### src/aar_pkg.sv
// ----------------------------------------------------------------------------
// Accelerating auto-repeat package
// Shared types, codes and constants for the accelerating auto-repeat unit.
// ----------------------------------------------------------------------------
package aar_pkg;

    localparam int unsigned NUM_CFG_REGS = 8;
    localparam int unsigned CFG_IDX_W    = 3;
    localparam int unsigned CFG_DATA_W   = 16;
    localparam int unsigned TARGET_W     = 4;
    localparam int unsigned DIR_W        = 2;
    localparam int unsigned AMOUNT_W     = 5;
    localparam int unsigned COUNT_W      = 8;
    localparam int unsigned TIME_W       = 16;
    localparam int unsigned MULT_W       = 4;

    typedef enum logic [1:0] {
        OP_TICK    = 2'd0,
        OP_PRESS   = 2'd1,
        OP_RELEASE = 2'd2,
        OP_UNUSED  = 2'd3
    } opcode_t;

    localparam logic [CFG_IDX_W-1:0] REG_START_DELAY  = 3'd0;
    localparam logic [CFG_IDX_W-1:0] REG_INTERVAL_ST  = 3'd1;
    localparam logic [CFG_IDX_W-1:0] REG_INTERVAL_S1  = 3'd2;
    localparam logic [CFG_IDX_W-1:0] REG_INTERVAL_S2  = 3'd3;
    localparam logic [CFG_IDX_W-1:0] REG_THRESHOLD_S1 = 3'd4;
    localparam logic [CFG_IDX_W-1:0] REG_THRESHOLD_S2 = 3'd5;
    localparam logic [CFG_IDX_W-1:0] REG_MULT_S1      = 3'd6;
    localparam logic [CFG_IDX_W-1:0] REG_MULT_S2      = 3'd7;

    localparam logic [DIR_W-1:0] DIR_ZERO = 2'b00;
    localparam logic [DIR_W-1:0] DIR_POS  = 2'b01;
    localparam logic [DIR_W-1:0] DIR_NEG  = 2'b11;

    localparam logic [COUNT_W-1:0] COUNT_MAX = {COUNT_W{1'b1}};

    typedef struct packed {
        logic [TIME_W-1:0]  start_delay;
        logic [TIME_W-1:0]  interval_start;
        logic [TIME_W-1:0]  interval_stage1;
        logic [TIME_W-1:0]  interval_stage2;
        logic [COUNT_W-1:0] threshold1;
        logic [COUNT_W-1:0] threshold2;
        logic [MULT_W-1:0]  mult1;
        logic [MULT_W-1:0]  mult2;
    } aar_cfg_t;

    typedef struct packed {
        opcode_t             opcode;
        logic [TARGET_W-1:0] target;
        logic [DIR_W-1:0]    direction;
    } aar_cmd_t;

    typedef struct packed {
        logic                       valid;
        logic [TARGET_W-1:0]        target;
        logic signed [AMOUNT_W-1:0] amount;
    } aar_res_t;

endpackage

### src/aar_cfg_regs.sv
// ----------------------------------------------------------------------------
// Accelerating auto-repeat configuration registers
// Holds the delay, interval, threshold and multiplier settings.
// ----------------------------------------------------------------------------
module aar_cfg_regs (
    input  logic                               clk,
    input  logic                               rst_n,
    input  logic                               cfg_valid,
    input  logic [aar_pkg::CFG_IDX_W-1:0]      cfg_index,
    input  logic [aar_pkg::CFG_DATA_W-1:0]     cfg_data,
    output aar_pkg::aar_cfg_t                  cfg
);
    import aar_pkg::*;

    aar_cfg_t cfg_reg;

    always_ff @(posedge clk or negedge rst_n)
    begin
        if (!rst_n)
        begin
            cfg_reg.start_delay     <= 16'd400;
            cfg_reg.interval_start  <= 16'd150;
            cfg_reg.interval_stage1 <= 16'd80;
            cfg_reg.interval_stage2 <= 16'd40;
            cfg_reg.threshold1      <= 8'd5;
            cfg_reg.threshold2      <= 8'd15;
            cfg_reg.mult1           <= 4'd2;
            cfg_reg.mult2           <= 4'd5;
        end
        else if (cfg_valid)
        begin
            unique case (cfg_index)
                REG_START_DELAY:  cfg_reg.start_delay     <= cfg_data;
                REG_INTERVAL_ST:  cfg_reg.interval_start  <= cfg_data;
                REG_INTERVAL_S1:  cfg_reg.interval_stage1 <= cfg_data;
                REG_INTERVAL_S2:  cfg_reg.interval_stage2 <= cfg_data;
                REG_THRESHOLD_S1: cfg_reg.threshold1      <= cfg_data[COUNT_W-1:0];
                REG_THRESHOLD_S2: cfg_reg.threshold2      <= cfg_data[COUNT_W-1:0];
                REG_MULT_S1:      cfg_reg.mult1           <= cfg_data[MULT_W-1:0];
                REG_MULT_S2:      cfg_reg.mult2           <= cfg_data[MULT_W-1:0];
                default:          cfg_reg.start_delay     <= cfg_reg.start_delay;
            endcase
        end
    end

    assign cfg = cfg_reg;

endmodule

### src/aar_core.sv
// ----------------------------------------------------------------------------
// Accelerating auto-repeat core
// Hold state and the combinational update for one request.
// ----------------------------------------------------------------------------
module aar_core (
    input  logic                 clk,
    input  logic                 rst_n,
    input  logic                 fire,
    input  aar_pkg::aar_cmd_t    cmd,
    input  aar_pkg::aar_cfg_t    cfg,
    output aar_pkg::aar_res_t    res
);
    import aar_pkg::*;

    logic                holding_reg,   holding_next;
    logic [TARGET_W-1:0] target_reg,    target_next;
    logic [DIR_W-1:0]    dir_reg,       dir_next;
    logic [COUNT_W-1:0]  count_reg,     count_next;
    logic [TIME_W-1:0]   countdown_reg, countdown_next;

    logic [TIME_W-1:0]          cd_dec;
    logic [COUNT_W-1:0]         count_inc;
    logic [MULT_W-1:0]          mult;
    logic [TIME_W-1:0]          interval;
    logic signed [AMOUNT_W-1:0] magnitude;
    logic signed [AMOUNT_W-1:0] repeat_amount;

    always_comb
    begin
        cd_dec    = (countdown_reg != '0) ? countdown_reg - 16'd1 : countdown_reg;
        count_inc = (count_reg != COUNT_MAX) ? count_reg + 8'd1 : count_reg;

        if (count_inc > cfg.threshold2)
            mult = cfg.mult2;
        else if (count_inc > cfg.threshold1)
            mult = cfg.mult1;
        else
            mult = 4'd1;

        if (count_inc < cfg.threshold1)
            interval = cfg.interval_start;
        else if (count_inc < cfg.threshold2)
            interval = cfg.interval_stage1;
        else
            interval = cfg.interval_stage2;

        magnitude     = signed'({1'b0, mult});
        repeat_amount = dir_reg[1] ? -magnitude : magnitude;
    end

    always_comb
    begin
        holding_next   = holding_reg;
        target_next    = target_reg;
        dir_next       = dir_reg;
        count_next     = count_reg;
        countdown_next = countdown_reg;
        res.valid      = 1'b0;
        res.target     = target_reg;
        res.amount     = repeat_amount;

        if (fire)
        begin
            unique case (cmd.opcode)
                OP_PRESS:
                begin
                    if (cmd.direction == DIR_ZERO)
                    begin
                        holding_next = 1'b0;
                        target_next  = '0;
                        dir_next     = DIR_ZERO;
                        count_next   = '0;
                    end
                    else
                    begin
                        holding_next   = 1'b1;
                        target_next    = cmd.target;
                        dir_next       = cmd.direction[1] ? DIR_NEG : DIR_POS;
                        count_next     = '0;
                        countdown_next = cfg.start_delay;
                        res.valid      = 1'b1;
                        res.target     = cmd.target;
                        res.amount     = cmd.direction[1] ? -5'sd1 : 5'sd1;
                    end
                end
                OP_RELEASE:
                begin
                    holding_next = 1'b0;
                    target_next  = '0;
                    dir_next     = DIR_ZERO;
                    count_next   = '0;
                end
                OP_TICK:
                begin
                    if (holding_reg && (dir_reg != DIR_ZERO))
                    begin
                        countdown_next = cd_dec;
                        if (cd_dec == '0)
                        begin
                            count_next     = count_inc;
                            countdown_next = interval;
                            res.valid      = 1'b1;
                        end
                    end
                end
                OP_UNUSED:
                begin
                    holding_next = holding_reg;
                end
            endcase
        end
    end

    always_ff @(posedge clk or negedge rst_n)
    begin
        if (!rst_n)
        begin
            holding_reg   <= 1'b0;
            target_reg    <= '0;
            dir_reg       <= DIR_ZERO;
            count_reg     <= '0;
            countdown_reg <= '0;
        end
        else
        begin
            holding_reg   <= holding_next;
            target_reg    <= target_next;
            dir_reg       <= dir_next;
            count_reg     <= count_next;
            countdown_reg <= countdown_next;
        end
    end

endmodule

### src/accelerating_auto_repeat_unit.sv
// ----------------------------------------------------------------------------
// Accelerating auto-repeat unit
// Hold-to-accelerate step generator with an input and a result register.
// ----------------------------------------------------------------------------
// The unit takes one request per cycle while its result is not stalled and
// delivers its step, if any, through the input register and then the result
// register. The hold state is updated combinationally between those two
// registers, which sets the rate of one request per clock. Configuration
// writes are always taken and are meant for an idle unit.
module accelerating_auto_repeat_unit (
    input  logic                                clk,
    input  logic                                rst_n,
    input  logic                                in_valid,
    output logic                                in_ready,
    input  logic [1:0]                          opcode,
    input  logic [aar_pkg::TARGET_W-1:0]        target,
    input  logic signed [aar_pkg::DIR_W-1:0]    direction,
    output logic                                out_valid,
    input  logic                                out_ready,
    output logic [aar_pkg::TARGET_W-1:0]        step_target,
    output logic signed [aar_pkg::AMOUNT_W-1:0] step_amount,
    input  logic                                cfg_valid,
    output logic                                cfg_ready,
    input  logic [aar_pkg::CFG_IDX_W-1:0]       cfg_index,
    input  logic [aar_pkg::CFG_DATA_W-1:0]      cfg_data
);
    import aar_pkg::*;

    aar_cfg_t cfg;
    aar_res_t res;

    logic     s1_valid_reg;
    aar_cmd_t s1_cmd_reg;
    logic     out_valid_reg;
    logic [TARGET_W-1:0]        out_target_reg;
    logic signed [AMOUNT_W-1:0] out_amount_reg;

    logic out_open;
    logic s1_fire;
    logic in_fire;

    assign out_open  = !out_valid_reg || out_ready;
    assign s1_fire   = s1_valid_reg && out_open;
    assign in_ready  = !s1_valid_reg || out_open;
    assign in_fire   = in_valid && in_ready;
    assign cfg_ready = 1'b1;

    aar_cfg_regs u_cfg_regs (
        .clk       (clk),
        .rst_n     (rst_n),
        .cfg_valid (cfg_valid),
        .cfg_index (cfg_index),
        .cfg_data  (cfg_data),
        .cfg       (cfg)
    );

    aar_core u_core (
        .clk   (clk),
        .rst_n (rst_n),
        .fire  (s1_fire),
        .cmd   (s1_cmd_reg),
        .cfg   (cfg),
        .res   (res)
    );

    always_ff @(posedge clk or negedge rst_n)
    begin
        if (!rst_n)
        begin
            s1_valid_reg  <= 1'b0;
            out_valid_reg <= 1'b0;
        end
        else
        begin
            if (in_ready)
                s1_valid_reg <= in_valid;
            if (out_open)
                out_valid_reg <= s1_fire && res.valid;
        end
    end

    always_ff @(posedge clk)
    begin
        if (in_fire)
        begin
            s1_cmd_reg.opcode    <= opcode_t'(opcode);
            s1_cmd_reg.target    <= target;
            s1_cmd_reg.direction <= direction;
        end
        if (s1_fire && res.valid)
        begin
            out_target_reg <= res.target;
            out_amount_reg <= res.amount;
        end
    end

    assign out_valid   = out_valid_reg;
    assign step_target = out_target_reg;
    assign step_amount = out_amount_reg;

endmodule

### config.mk
export PLATFORM = sky130hd
export DESIGN_NAME = accelerating_auto_repeat_unit
export DESIGN_NICKNAME = d
export VERILOG_FILES = /design/src/aar_pkg.sv /design/src/aar_cfg_regs.sv /design/src/aar_core.sv /design/src/accelerating_auto_repeat_unit.sv
export SDC_FILE = /design/constraint.sdc
export NUM_CORES = 1
export LEC_CHECK = 0
export BUFFER_PORTS_ARGS = -buffer_cell sky130_fd_sc_hd__buf_2
export CAP_MARGIN = 20
export CELL_PAD_IN_SITES_DETAIL_PLACEMENT = 1
export CELL_PAD_IN_SITES_GLOBAL_PLACEMENT = 2
export CORE_UTILIZATION = 37
export DETAILED_ROUTE_END_ITERATION = 12
export GPL_TIMING_DRIVEN = 0
export HOLD_SLACK_MARGIN = 0.05
export PLACE_DENSITY_LB_ADDON = 0.1
export SETUP_SLACK_MARGIN = 0.02
export SYNTH_ARGS = -nofsm -noshare
export SYNTH_HDL_FRONTEND = slang
export SYNTH_SLANG_ARGS = --single-unit
### constraint.sdc
create_clock -name clk -period 11.05 [get_ports clk]
set_input_delay 1.105 -clock clk [delete_from_list [all_inputs] [get_ports clk]]
set_output_delay 1.105 -clock clk [all_outputs]
set_load 0.01 [all_outputs]
* Yosys cells after proc, flatten, opt, wreduce, memory -nomap -nowiden *
Cells that the tools add are included.

storage, ports and cells
  input bits = 32
  register bits = 138

operators by class
  $lt $le $gt $ge = 4
  mux-type cells = 28
  equal/unequal tests = 13
  reduce and logical (&&, ||, !) cells = 29
  add/sub/neg operators = 3

operators by type and width
  kind                                                  count
  2-to-1 mux 16 bit                                     6
  one-hot mux 16 bit (2 select lines)                   1
  2-to-1 mux 8 bit                                      3
  2-to-1 mux 10 bit                                     2
  AND reduction 2 bit                                   9
  greater-than comparator 8 bit                         2
  zero test 16 bit                                      1
  less-than comparator 8 bit                            2
  one-hot mux 8 bit (2 select lines)                    1
  nonzero test 16 bit                                   1
  subtractor 16 x 1 -> 16 bit (second input constant)   1
  equality test 3 bit (second input constant)           4
  2-to-1 mux 4 bit                                      3
  2-to-1 mux 5 bit                                      2
  2-to-1 mux 9 bit                                      1
  adder 8 x 1 -> 8 bit (second input constant)          1
  inequality test 8 bit (second input constant)         1
  one-hot mux 4 bit (2 select lines)                    1
  AND reduction 4 bit                                   2
  nonzero test 2 bit                                    4
  equality test 3 x 2 -> 1 bit (second input constant)  2
  negation 4 -> 5 bit                                   1
  logical AND 1 bit                                     4
  zero test 2 bit                                       2
  13 further kinds                                      20

* Longest topological paths before layout *
Gate-level depths: netlist (run 1).

  depth after elaboration = 11
  gate-level depth with buffers = 18
  mapped depth without buffers = 17

* Modules after synthesis *
Synthesis (run 1) repeated with hierarchy kept, for this count alone.

unflattened totals
  cells, all modules = 684
  area, all modules = 7624.8 um^2

modules (own cells, without submodules)
  module                         seq. area each (um^2)  instances  cells an instance  area each (um^2)
  aar_core                       750.7                  1          460                3535.9
  aar_cfg_regs                   2227.1                 1          195                3455.8
  accelerating_auto_repeat_unit  560.5                  1          29                 633.1

* Worst setup path before layout (run 1) *
Ideal clock, no wire load.

  path type = flip-flop to flip-flop
  from = reg u_core.count_reg[3]
  to = reg out_amount_reg[2] (netlist: step_amount[2]), data pin
  cell stages (with the launch flop) = 19
  setup time = 271 ps
  path slack = 7344 ps
  arrival = 3434 ps
  clock period less this slack = 3706 ps
  path through = dfrtp_1 clkbuf_1 nand4_1 or3_1 clkbuf_1 nor2b_1 xor2_1 ha_1 and3_1 o21ai_0 a31oi_1 nand2b_1 clkbuf_1 and2_1 a22oi_1 ha_1 nand2b_1 xnor2_1 o21ai_0

RTL lines
  what                      line                                 source
  start: declaration        aar_core.sv:18                       logic [COUNT_W-1:0] count_reg, count_next;
  start signal: assignment  aar_core.sv:129                      count_reg <= count_next;
  end signal: assignment    accelerating_auto_repeat_unit.sv:93  out_amount_reg <= res.amount;
  end: declaration          accelerating_auto_repeat_unit.sv:36  logic signed [AMOUNT_W-1:0] out_amount_reg;

* Worst setup path after layout (run 1) *
  from = reg u_core.count_reg[0]
  to = reg u_core.countdown_reg[13]

on the way
  cells in the longest elaborated chain, start to end = 8

ends and longest elaborated chain
  what                                                                  line             source
  adder 8 x 1 -> 8 bit / inequality test 8 bit (equally long branches)  aar_core.sv:31   count_inc = (count_reg != COUNT_MAX) ? count_reg + 8'd1 : count_reg;
  2-to-1 mux 8 bit (*)                                                  aar_core.sv:31
  less-than comparator 8 bit                                            aar_core.sv:42   else if (count_inc < cfg.threshold2)
  2-to-1 mux 16 bit                                                     aar_core.sv:42
  2-to-1 mux 16 bit (*)                                                 aar_core.sv:40   if (count_inc < cfg.threshold1)
  2-to-1 mux 16 bit (*)                                                 aar_core.sv:98   if (cd_dec == '0)
  2-to-1 mux 16 bit (*)                                                 aar_core.sv:95   if (holding_reg && (dir_reg != DIR_ZERO))
  one-hot mux 16 bit (2 select lines) (*)                               aar_core.sv:64   unique case (cmd.opcode)
  end signal: assignment                                                aar_core.sv:130  countdown_reg <= countdown_next;
  end: declaration                                                      aar_core.sv:19   logic [TIME_W-1:0] countdown_reg, countdown_next;

Mark *: on every way between the ends. The rest lies on a longest branch, timed or not. The select of a mux whose other input is x is not followed.
A chain may end at the register's enable or synchronous reset.

==> impl_metrics.py, run 1 <==
metrics = {
    "timing": {
        "period_share": 0.4199,
        "maxClockFrequency_ghz": 0.2155,
        "layout_setup_ws_ns": 6.410,
        "setup_violations": 0,
        "rsz0062_at_grt": "false",
        "worst_slew_pin_slew_ns": 0.7323,
        "clock_skew_ns": 0.01727,
        "fin_setup_tns_ns": 0,
        "slew_viol_final": 0,
        "slew_headroom": 0.5118,
        "finalCriticalPeriod_ns": 4.640,
        "final_hold_viol_count": 0,
    },
    "clock_network": {
        "cts.sinks": 137,
        "ctsLongestPathBuffers": 2,
        "post_cts_buffers": 0,
        "clkLatencyLatePin_ns": 0.42,
        "ctsHoldBuffers": 0,
        "cts_tree": "built",
        "cts_root_buffer": "clkbuf_16",
        "cts_buffers": 17,
        "cts_resized": 0,
        "path_clk_slew_ns": 0.06,
        "htreeDepth": 4,
    },
    "pwr": {
        "p_sw_frac": 0.2918,
        "sequentialPowerShare": 0.443,
        "internal_power_mw": 1.127,
        "power_mw": 1.591,
        "combPwrFrac": 0.181,
        "power_frac_clock": 0.377,
        "p_per_area_nw_per_um2": 192.6,
        "irDropWorstVdd_mv": 0.1038,
        "p_leak_nw": 3.413,
        "p_sw_uw": 464.3,
    },
    "synthesis": {
        "postSynthCellCount": 644,
        "syn_area_per_cell_um2": 11.02,
        "synth_ff_type": "dfrtp_1",
        "synth_cell_type_count": 68,
        "syn_area_um2": 7094,
        "synth_seq_cells": 137,
        "yosysSeqAreaShare": 0.4988,
        "yosysWarnings": 0,
        "synthArstFlopShare": 0.8759,
        "synth_nets": 700,
        "synth_edf_count": 17,
    },
    "die": {
        "start_util": 0.3780,
        "coreArea_um2": 18770,
        "fp.dieW_um": 140.5,
        "row_count": 50,
        "io-pin-count": 44,
        "die_area_um2": 19730,
        "chipHeight_um": 140.5,
    },
    "drt": {
        "num_vias": 5244,
        "dr.pass1.iters": 4,
        "drtIter0Drc": 239,
        "postRouteAntennaNets": 0,
        "avgRoutedWirePerCell_um": 21.01,
        "routed_wl_um": 20040,
        "post_drt_via_cell_ratio": 5.497,
        "drc": 0,
    },
    "final_layout": {
        "final_common_cell": "dfrtp_1",
        "drive_gt1_frac": 0.2847,
        "largest_register_ffs": 88,
        "final_cell_mix": "dfrtp_1, mux2_2, nand2_1",
        "multi_input_area_um2": 3341,
        "regArea_um2": 3538,
        "utilization": 0.4402,
        "area_growth_pct": 16.45,
        "final_cell_area_um2": 8262,
        "diodes": 0,
        "filler_cell_count": 2065,
        "finalNetCount": 763,
    },
    "worst_setup_path": {
        "crit_path_start_kind": "flip-flop",
        "arrival_ns": 4.97,
        "worstPathCellList": "ha_1 -> nand2_1 -> or3_1 -> clkbuf_1 -> nor2b_1 -> nand3_1 -> xnor2_1 -> ha_1 -> nand4_1 -> a21oi_1 -> a211o_1 -> clkbuf_1 -> clkbuf_1 -> nor2_1 -> a21oi_1 -> a21oi_1 -> nor3_1",
        "worstPathMaxFanout": 10,
        "critical_path_class": "flip-flop to flip-flop",
        "cp_slowest_cell": "clkbuf_1",
        "critPathMaxStageDelay_ns": 0.52,
        "end_kind": "flip-flop",
        "worstPathRequired_ns": 11.38,
    },
    "min_path": {
        "holdCritPathClass": "flip-flop to flip-flop",
    },
    "status": {
        "status": "complete, no violations",
    },
    "global_routing": {
        "grt_first_pass_wirelength_um": 32640,
        "grt_use_total": 0.2201,
        "antenna_found_initial": 0,
        "grt_start_max_net_pins": 62,
        "grt_overflow": 0,
        "grt_pass1_vias": 5667,
    },
    "placement": {
        "placed_cell_area_um2": 7631,
        "portBuffers": 40,
        "dp_hpwl_um": 14430,
        "place_ws_ns": 6.387,
        "place_congestion": 0.7730,
    },
    "job": {
        "cap_violations": 0,
    },
}
synth_stat cells, types with 3 or more instances:
master      n  area [um2]
or3_1       9       56.30
nand4b_1    4       35.03
nor2b_1     3       18.77
nor2_1     40       150.1
xor2_1      5       43.79
a22oi_1     4       30.03
xnor2_1     9       78.83
edfxtp_1   17       510.5
mux2i_1    17       170.2
nand2_1    62       232.7
nand2b_1    7       43.79
o211ai_1   11       82.58
a22o_2      5       50.05
nand3_1    16       80.08
a211oi_1    4       30.03
mux2_2     83       934.7
dfstp_2    20       525.5
ha_1       24       300.3
and3_1      5       31.28
nand4_1     9       56.30
a31oi_1     7       43.79
inv_1      24       90.09
nor4_1      5       31.28
nor4_4      3       63.81
clkbuf_1   24       90.09
nor3_1     20       100.1
a21oi_1    25       125.1
o21ai_0    28       140.1
dfrtp_1   100        2502
and2_1      4       25.02
cell families (layout without fill, tap and decap cells):
logic type | count (synthesis) | after routing | synth area share
and+or+nand+nor | 204 | 204 | 0.1515
xor gates and xnor gates | 14 | 14 | 0.01728
AOI/OAI and AO/OA | 111 | 111 | 0.1035
muxes | 100 | 100 | 0.1557
buffers and inverters | 53 | 129 | 0.03033
adders and majority gates | 24 | 24 | 0.04233
DFF | 137 | 137 | 0.4988
other | 1 | 1 | 0.0005286
final cells by class:
| cell class | instances | area share |
|---|---|---|
| plain buffers | 29 | 0.01514 |
| clock buffers | 20 | 0.05543 |
| clock inverters | 12 | 0.01999 |
| inverters | 24 | 0.01090 |
| multi-input cells | 454 | 0.4044 |
| flip-flops and latches | 137 | 0.4283 |
| well taps | 234 | 0.03544 |
| repair buffers | 44 | 0.03044 |
metrics by stage:
| stage | cells | hold slack, ns |
|---|---|---|
| 2_1_floorplan | 644 | 0.4497 |
| 5_1_grt | 954 | 0.5225 |
| 3_5_place_dp | 921 | 0.4773 |
| 4_1_cts | 953 | 0.4923 |
| 6_report | 954 | 0.4866 |
| 3_3_place_gp | 918 | 0.4638 |
critical path, delay by kind of cell (launching register included):
| family | cells | cell delay (ns) |
|---|---|---|
| AND/OR/NAND/NOR | 7 | 1.21 |
| buffers and inverters | 3 | 1.20 |
| AO/OA/AOI/OAI | 4 | 0.82 |
| adder cells (fa/ha/maj) | 2 | 0.50 |
| flip-flops | 1 | 0.45 |
| XOR/XNOR | 1 | 0.36 |
final timing paths:
| check | startpoint | end | slack, ns | cells after the start |
|---|---|---|---|---|
| worst max-delay path | u_core.count_reg[0] | u_core.countdown_reg[13] | 6.41 | 17 |
| worst min-delay path | u_core.target_reg[3] | u_core.target_reg[3] | 0.49 | 2 |
| worst max register to register | u_core.count_reg[0] | u_core.countdown_reg[13] | 6.41 | 17 |
| worst min register to register | u_core.target_reg[3] | u_core.target_reg[3] | 0.49 | 2 |
| max in group asynchronous | rst_n | u_cfg_regs.cfg[29] | 9.62 | 2 |
| min in group asynchronous | rst_n | u_cfg_regs.cfg[20] | 0.64 | 1 |
metal layers:
layer / share of wire / up-vias / global-route usage
li1: - / 2456 / -
met1: 0.50 / 2709 / 0.3169
met2: 0.47 / 66 / 0.3495
met4: 0.0062 / 0 / 0.05034
met5: 0 / - / 0
met3: 0.018 / 13 / 0.03316
power groups by stage:
stage	clock, mW	combinational, mW	sequential [mW]
after CTS	0.614	0.291	0.704
after detailed placement	0	0.288	0.712
final	0.599	0.287	0.704
after global routing	0.634	0.323	0.721
after floorplan	0	0.206	0.686
after global placement	0	0.275	0.705
No activity file was read; power rests on OpenSTA's default activity.
==> run 2, diff against run 1 <==
Settings changed: ABC_AREA set to 1.
Clock period 11.05 ns to 4.4 ns, I/O delays scaled along.
==> run 2 against run 1 <==
  * Area after synthesis rose by 4.7%
  * Clock skew decreased by 0.0032 ns
  * Die area rose by 4.6%
  * Cell count grew 35%
  * Combinational power rose to 3.5 times the previous value
  * Via count rose by 19%
  * Maximum frequency grew 17%
  * Sequential share of layout area fell by 1.6 points
  * Critical path type unchanged
  * Largest cell class unchanged
==> impl_metrics.py, run 2 <==
metrics = {
    "status": {
        "status": "complete, no violations",
    },
    "die": {
        "die_area_um2": 20650,
        "fp.dieW_um": 143.7,
        "chipHeight_um": 143.7,
        "row_count": 51,
        "coreArea_um2": 19590,
        "io-pin-count": 44,
        "start_util": 0.3792,
    },
    "synthesis": {
        "yosysSeqAreaShare": 0.4763,
        "yosysWarnings": 0,
        "yosysMostFrequentCell": "nand2_1",
        "yosys.area.top_type": "dfrtp_1",
        "synth_cell_type_count": 37,
        "synth_top_area_share": 0.3369,
        "synth_area_leaders": "dfrtp_1, nand2_1, dfstp_2, o21ai_0, edfxtp_1",
        "synth_nets": 1007,
        "postSynthCellCount": 951,
        "synthArstFlopShare": 0.8759,
        "synth_top_cells_by_count": "nand2_1, inv_1, o21ai_0",
        "syn_area_um2": 7428,
        "synth_edf_count": 17,
        "synth_seq_cells": 137,
        "syn_area_per_cell_um2": 7.811,
        "synth_ff_type": "dfrtp_1",
    },
    "clock_network": {
        "ctsLongestPathBuffers": 2,
        "clkLatencyLatePin_ns": 0.43,
        "path_clk_slew_ns": 0.06,
        "cts.sinks": 137,
        "htreeDepth": 4,
        "cts_root_buffer": "clkbuf_16",
        "cts_tree": "built",
        "cts_buffers": 17,
    },
    "global_routing": {
        "antenna_found_initial": 0,
        "grt_use_total": 0.2217,
        "grt_start_max_net_pins": 75,
        "grt_pass1_vias": 6432,
        "grt_overflow": 0,
        "grt_first_pass_wirelength_um": 34300,
    },
    "drt": {
        "routed_wl_um": 20690,
        "post_drt_via_cell_ratio": 4.844,
        "avgRoutedWirePerCell_um": 16.01,
        "drc": 0,
        "dr.pass1.iters": 5,
        "num_vias": 6259,
        "postRouteAntennaNets": 0,
        "drtIter0Drc": 243,
    },
    "pwr": {
        "power_frac_clock": 0.335,
        "internal_power_mw": 2.689,
        "p_leak_nw": 4.152,
        "p_sw_mw": 1.437,
        "sequentialPowerShare": 0.419,
        "combPwrFrac": 0.246,
        "p_sw_frac": 0.3483,
        "irDropWorstVdd_mv": 0.2797,
        "p_per_area_nw_per_um2": 480.4,
    },
    "worst_setup_path": {
        "critical_path_class": "flip-flop to flip-flop",
        "rr_worst_depth": 18,
        "cp_slowest_cell": "dfrtp_1",
        "worstPathRequired_ns": 4.57,
        "crit_path_start_kind": "flip-flop",
        "crit_cells": 18,
        "end_kind": "flip-flop",
        "cp_top_family": "simple AND/OR/NAND/NOR gates",
        "cpMostUsedCell": "nand2_1",
        "arrival_ns": 4.15,
        "critPathMaxStageDelay_ns": 0.39,
        "path_buf_inv": 1,
        "worstPathCellList": "ha_1 -> nand2_1 -> nor2_1 -> nand4_1 -> nor2_1 -> inv_1 -> nand2_1 -> ha_1 -> nand2_1 -> a21oi_1 -> nor2_2 -> nand2_2 -> nand2_1 -> o21ai_0 -> ha_1 -> nor2_1 -> xor2_1 -> o21ai_0",
        "worstPathMaxFanout": 9,
    },
    "timing": {
        "setup_violations": 0,
        "worst_slew_pin_slew_ns": 0.7367,
        "maxClockFrequency_ghz": 0.2513,
        "final_hold_viol_count": 0,
        "period_share": 0.9044,
        "rsz0062_at_grt": "false",
        "fin_setup_tns_ns": 0,
        "finalCriticalPeriod_ns": 3.979,
        "slew_viol_final": 0,
        "clock_skew_ns": 0.01410,
        "layout_setup_ws_ns": 0.4206,
        "slew_headroom": 0.5051,
    },
    "placement": {
        "dp_hpwl_um": 15550,
        "place_congestion": 0.7478,
        "place_ws_ns": 0.09132,
        "portBuffers": 42,
    },
    "final_layout": {
        "largest_register_ffs": 88,
        "finalNetCount": 1070,
        "diodes": 0,
        "final_common_cell": "nand2_1",
        "area_growth_pct": 15.60,
        "drive_gt1_frac": 0.1470,
        "final_cell_mix": "nand2_1, inv_1, o21ai_0",
    },
    "min_path": {
        "holdCritPathClass": "primary input to flip-flop",
        "hold_path_depth": 1,
    },
    "job": {
        "cap_violations": 0,
    },
}
run 2: changes by cell type after synthesis, sizes merged, moves of 17 or more:
cell	change
inv	+92
mux2i	-17
mux2	-83
nand3	+42
nor2	+33
nand2	+249
nor3	-18
o21ai	+86
run 2: layout make-up:
| type | count | area (um2) |
|---|---|---|
| Clock buffer | 17 | 425.4 |
| Tap cell | 265 | 331.6 |
| Clock inverter | 15 | 141.4 |
| Multi-Input combinational cell | 664 | 3301 |
| Sequential cell | 137 | 3538 |
| Buffer | 33 | 156.4 |
| Timing Repair Buffer | 44 | 254.0 |
| Inverter | 117 | 439.2 |
| Fill cell | 2491 | 11000 |
run 2: cells by family (layout without fill, tap and decap cells):
group           Yosys count  after routing  synth area share
simple gates            472            472            0.2789
buf+inv                 150            226           0.08018
xor+xnor                  7              7          0.008253
flops                   137            137            0.4763
compound gates          160            160            0.1154
fa+ha+maj                24             24           0.04042
other cells               1              1         0.0005048
run 2: path summary, 6_finish.rpt:
kind	start	to	slack [ns]
worst max-delay path	u_core.count_reg[0]	step_amount[2]	0.42
worst min-delay path	target[3]	s1_cmd_reg[5]	0.18
worst max register to register	u_core.count_reg[0]	step_amount[2]	0.42
worst min register to register	u_cfg_regs.cfg[23]	u_cfg_regs.cfg[23]	0.48
max in group asynchronous	rst_n	u_cfg_regs.cfg[18]	3.11
min in group asynchronous	rst_n	u_core.target_reg[2]	0.51
run 2: metrics by stage:
stage	instances	total power [mW]	hold slack [ns]	cell area, um2	utilization
after floorplan	951	2.450	0.1444	7428	-
after global placement	1258	2.734	0.4655	7970	0.4068
after detailed placement	1259	2.768	0.4080	8004	0.4086
after CTS	1292	4.184	0.1671	8581	0.4380
after global routing	1292	4.425	0.1668	8587	0.4383
final	1292	4.126	0.1789	8587	0.4383
run 2: power by group through the flow:
| stage | combinational [mW] | sequential, mW | clock, mW |
|---|---|---|---|
| 2_1_floorplan | 0.753 | 1.70 | 0 |
| 3_3_place_gp | 0.992 | 1.74 | 0 |
| 3_5_place_dp | 1.02 | 1.75 | 0 |
| 4_1_cts | 1.03 | 1.73 | 1.42 |
| 5_1_grt | 1.19 | 1.76 | 1.47 |
| 6_report | 1.01 | 1.73 | 1.38 |
run 2: layer usage:
| layer | part of all wire | up-vias | GRT usage |
|---|---|---|---|
| li1 | - | 3177 | - |
| met1 | 0.50 | 3009 | 0.3174 |
| met2 | 0.46 | 63 | 0.3516 |
| met3 | 0.031 | 10 | 0.03099 |
| met4 | 0.0068 | 0 | 0.05487 |
| met5 | 0 | - | 0 |
run 2: timing repair:
action / in CTS / in global routing
hold buffers: 1 / 0
endpoints found under the setup margin: 0 / 14
endpoints found under the hold margin: 40 / 0
buffers inserted: 0 / 0
resized for setup: 0 / 3
